===== src/rtl/core/lzssd_pkg.sv =====
// shared constants and types for the lzss stream decoder
package lzssd_pkg;

	localparam int RING_DEPTH_DEF  = 4096;
	localparam int PRESET_TAIL_DEF = 18;
	localparam int LEN_W           = 29;
	localparam int TOKENS_PER_FLAG = 8;
	localparam int MATCH_BIAS      = 3;

	localparam logic [LEN_W-1:0] MAX_OUTPUT = 29'h1000_0000;
	localparam logic [7:0]       SPACE_CHAR = 8'h20;

	typedef enum logic [1:0] {
		ST_BUSY = 2'd0,
		ST_DONE = 2'd1,
		ST_FAIL = 2'd2
	} status_t;

	typedef struct packed {
		logic [7:0] data;
		logic       valid;
		logic       last;
		status_t    status;
	} res_item_t;

endpackage


===== src/rtl/core/lzssd_obuf.sv =====
// single-entry output register between the sequencer and the result channel
module lzssd_obuf (
	input  logic                 clk,
	input  logic                 arst_n,
	input  logic                 push,
	input  lzssd_pkg::res_item_t item,
	output logic                 ready,
	output logic                 res_valid,
	input  logic                 res_stall,
	output lzssd_pkg::res_item_t item_q
);
	import lzssd_pkg::*;

	logic full_q;

	assign ready     = !full_q || !res_stall;
	assign res_valid = full_q;

	always_ff @(posedge clk or negedge arst_n) begin
		if (!arst_n) begin
			full_q <= 1'b0;
		end else if (push) begin
			full_q <= 1'b1;
		end else if (!res_stall) begin
			full_q <= 1'b0;
		end
	end

	always_ff @(posedge clk) begin
		if (push) begin
			item_q <= item;
		end
	end

endmodule

===== config.mk =====
export PLATFORM = sky130hd
export DESIGN_NAME = lzssd_obuf
export DESIGN_NICKNAME = d
export VERILOG_FILES = /design/src/rtl/core/lzssd_pkg.sv /design/src/rtl/core/lzssd_obuf.sv
export SDC_FILE = /design/constraint.sdc
export NUM_CORES = 1
export LEC_CHECK = 0
export BUFFER_PORTS_ARGS = -buffer_cell sky130_fd_sc_hd__buf_2
export CAP_MARGIN = 20
export CORE_MARGIN = 4
export CORE_UTILIZATION = 28
export CTS_CLUSTER_SIZE = 12
export DETAILED_ROUTE_END_ITERATION = 12
export GPL_TIMING_DRIVEN = 0
export PLACE_DENSITY = 0.7
export REMOVE_ABC_BUFFERS = 1
export SLEW_MARGIN = 20
export SYNTH_ARGS = -nofsm -noshare
export SYNTH_HDL_FRONTEND = slang
export SYNTH_SLANG_ARGS = --single-unit

===== constraint.sdc =====
create_clock -name clk -period 0.8 [get_ports clk]
set_input_delay 0.08 -clock clk [delete_from_list [all_inputs] [get_ports clk]]
set_output_delay 0.08 -clock clk [all_outputs]
set_load 0.005 [all_outputs]

==> results.md <==
Flow run:
- Across the run, the number of max-cap violations was 0.

Timing:
- The share of the clock period used by the worst path after layout is 1.11.
- The max-slew violation total from the final report came to 0.
- Setup violations remaining at the end of the flow were counted as 14.
- Headroom to the max-slew limit came out at 0.814.
- Setup repair after global routing could not meet its margin everywhere.
- The final worst setup slack is -90.8 ps.
- The slew of the pin with the lowest slew margin is 278 ps.
- The final worst clock skew is 0 ps.
- Subtracting the final worst setup slack from the clock period gives 891 ps.
- For this run, the top clock speed supported by timing is 1120 MHz.
- The number of endpoints with negative hold slack in the final report was 0.
- The post-route setup TNS is -667 ps.

Clocking:
- The number of clock buffers added by TritonCTS is 3.
- CTS built an H-tree with a depth of 1.
- The root buffer selected by CTS is clkbuf_4.
- CTS saw 13 sinks.
- The clock passes through at most 2 buffers.
- After clock tree synthesis, the clock-pin slew on the worst setup and hold paths is 70 ps.
- The insertion delay to the later sink of the worst-skew pair is 260 ps.
- The TritonCTS clock tree is done.

Yosys:
- The post-synthesis instance total is 15.
- The synthesized netlist contains 4 unique library cells.
- Yosys printed 0 warnings.
- Averaged over all synthesized cells, the footprint is 26.4 um^2.
- The synthesized design contains 13 register bits.
- For this run, the register share of the synthesized area comes to 0.972.
- The netlist area before placement is 397 um^2.

Global route:
- In the global route stage, overall resource usage came out at 0.110.
- In the global route stage, met1 resource usage came out at 0.111.
- The wire length of the first global-routing pass is 1510 um.
- For this run, global-route usage on met3 was measured as 0.0356.
- The number of antenna violations at the first check in global routing came to 0.
- The via count of the first global-routing pass is 355.
- The busiest metal layer after global routing is met2.
- The total overflow reported by the global router is 0.
- In the global route stage, met2 resource usage came out at 0.189.
- The maximum number of pins on one net before global-route repair is 14.

Critical path:
- The setup path with the least slack is of type flop to output pin.
- The type of origin of the critical path is a flop.
- For the worst setup path, the data arrival time is 810 ps.
- The element type at the critical path end is an output pin.
- The data required time of the critical path is 720 ps.
- The biggest fanout along the worst timing path is 3.

Run status:
- The checks that failed: negative setup slack.
- The flow ran to the end, but the final reports show violations.

Route:
- The per-cell via count in the routed design is 4.04.
- The first detailed-routing pass ran for 2 iterations.
- Once detail routing completed, the nets flagged for antenna violations numbered 0.
- The total vias in the final route is 311.
- The DRC violations left is 0.
- In the final routed layout, each cell accounts on average for 12.5 um.
- The final routed wirelength across all metal layers is 959 um.
- The iteration-0 DRC count of the detailed router is 5.

Place:
- The count of buffers added on input and output ports is 29.
- Summed over all nets, the half-perimeter wirelength after detailed placement is 688 um.
- Routability-driven placement finished with a final weighted congestion of 0.629.

Power and ir drop:
- The completed layout was analyzed and its total power is 1360 uW.
- The static leakage is 0.000323 uW.
- The total power divided by cell area is 1880 mW/mm^2.
- The peak ir drop on the vdd network is 0.855 mV.

Die:
- The standard-cell row count is 13.
- The effective utilization at floorplan is 0.301.
- The die is 45.6 um wide.
- The total area inside the core boundary comes to 0.00132 mm^2.
- The overall die area is 0.00208 mm^2.
- In this run the vertical extent of the chip is 45.6 um.
- 30 I/O pins were placed.

Finish:
- The share of layout cells above drive strength 1 is 0.532.
- In the final design database the tool counted 79 nets.
- The synthesis-to-finish area growth is 82.7%.
- The top cell types in the final layout, fill and taps aside, are buf_2, dlygate4sd3_1, edfxtp_1, clkbuf_4.
- 0 antenna diodes ended up in the layout.
- The most common library cell in the layout ignoring fill and taps is buf_2.

Worst hold path:
- The worst hold path belongs to the class input port to flop.
-- cell type report --
cell class / instances / area [um^2]
fillers: 118 / 593
repair buffers: 43 / 283
well taps: 15 / 18.8
flip-flops and latches: 13 / 385
clock buffers: 4 / 26.3
multi-input cells: 2 / 11.3
-- cell families (layout without fill, tap and decap cells) --
kind of cell,Yosys count,after routing,share of synthesized area
compound gates,1,1,0.0189
buf+inv,0,47,0
flops,13,13,0.972
simple gates,1,1,0.00945
-- registers in the layout (all words and copies together), names as in the netlist --
| name | flops |
|---|---|
| item_q | 12 |
| res_valid | 1 |
-- worst max-delay path, cell delays in order (launching register included) --
cell	delay, ps
dfrtp_1	390
nand2_1	60
buf_2	100
-- stage by stage --
stage	hold WS (ps)	area, um^2	cells	setup slack, ps	utilization
floorplan	-216	397	15	153	-
global placement	-144	561	59	121	0.425
detailed placement	-142	561	59	112	0.425
CTS	24.7	717	76	-108	0.544
global route	43.3	724	77	-178	0.550
finish	31.3	724	77	-90.8	0.550
-- routing by layer --
layer	up-vias	routed length, um
met5	-	0
met4	0	0
met3	0	88
met2	16	532
met1	143	338
li1	152	-
-- worst paths after layout --
kind / from / endpoint / slack [ps] / cells after the start
max: res_valid / ready / -90 / 2
min: res_stall / res_valid / 30 / 2
max reg2reg: res_valid / res_valid / 40 / 2
min reg2reg: res_valid / res_valid / 590 / 2
max in group asynchronous: arst_n / res_valid / 600 / 2
min in group asynchronous: arst_n / res_valid / 110 / 2
-- synthesized netlist by cell type --
cell type | count | area (um^2)
edfxtp_1 | 12 | 360
a21o_1 | 1 | 7.51
dfrtp_1 | 1 | 25.0
nand2_1 | 1 | 3.75
-- what timing repair did --
item	4_1_cts	5_1_grt
hold buffers	13	0
buffers inserted	0	1
endpoints found under the setup margin	14	14
resized for setup	0	0
hold endpoints to repair	13	0
-- power breakdown --
| part | total [uW] | internal, uW | leakage, uW | switching [uW] |
|---|---|---|---|---|
| clock | 380 | 193 | 0.0000150 | 187 |
| combinational | 166 | 107 | 0.000180 | 58.3 |
| sequential | 815 | 800 | 0.000128 | 14.8 |
(Power assumes the default switching activity.)
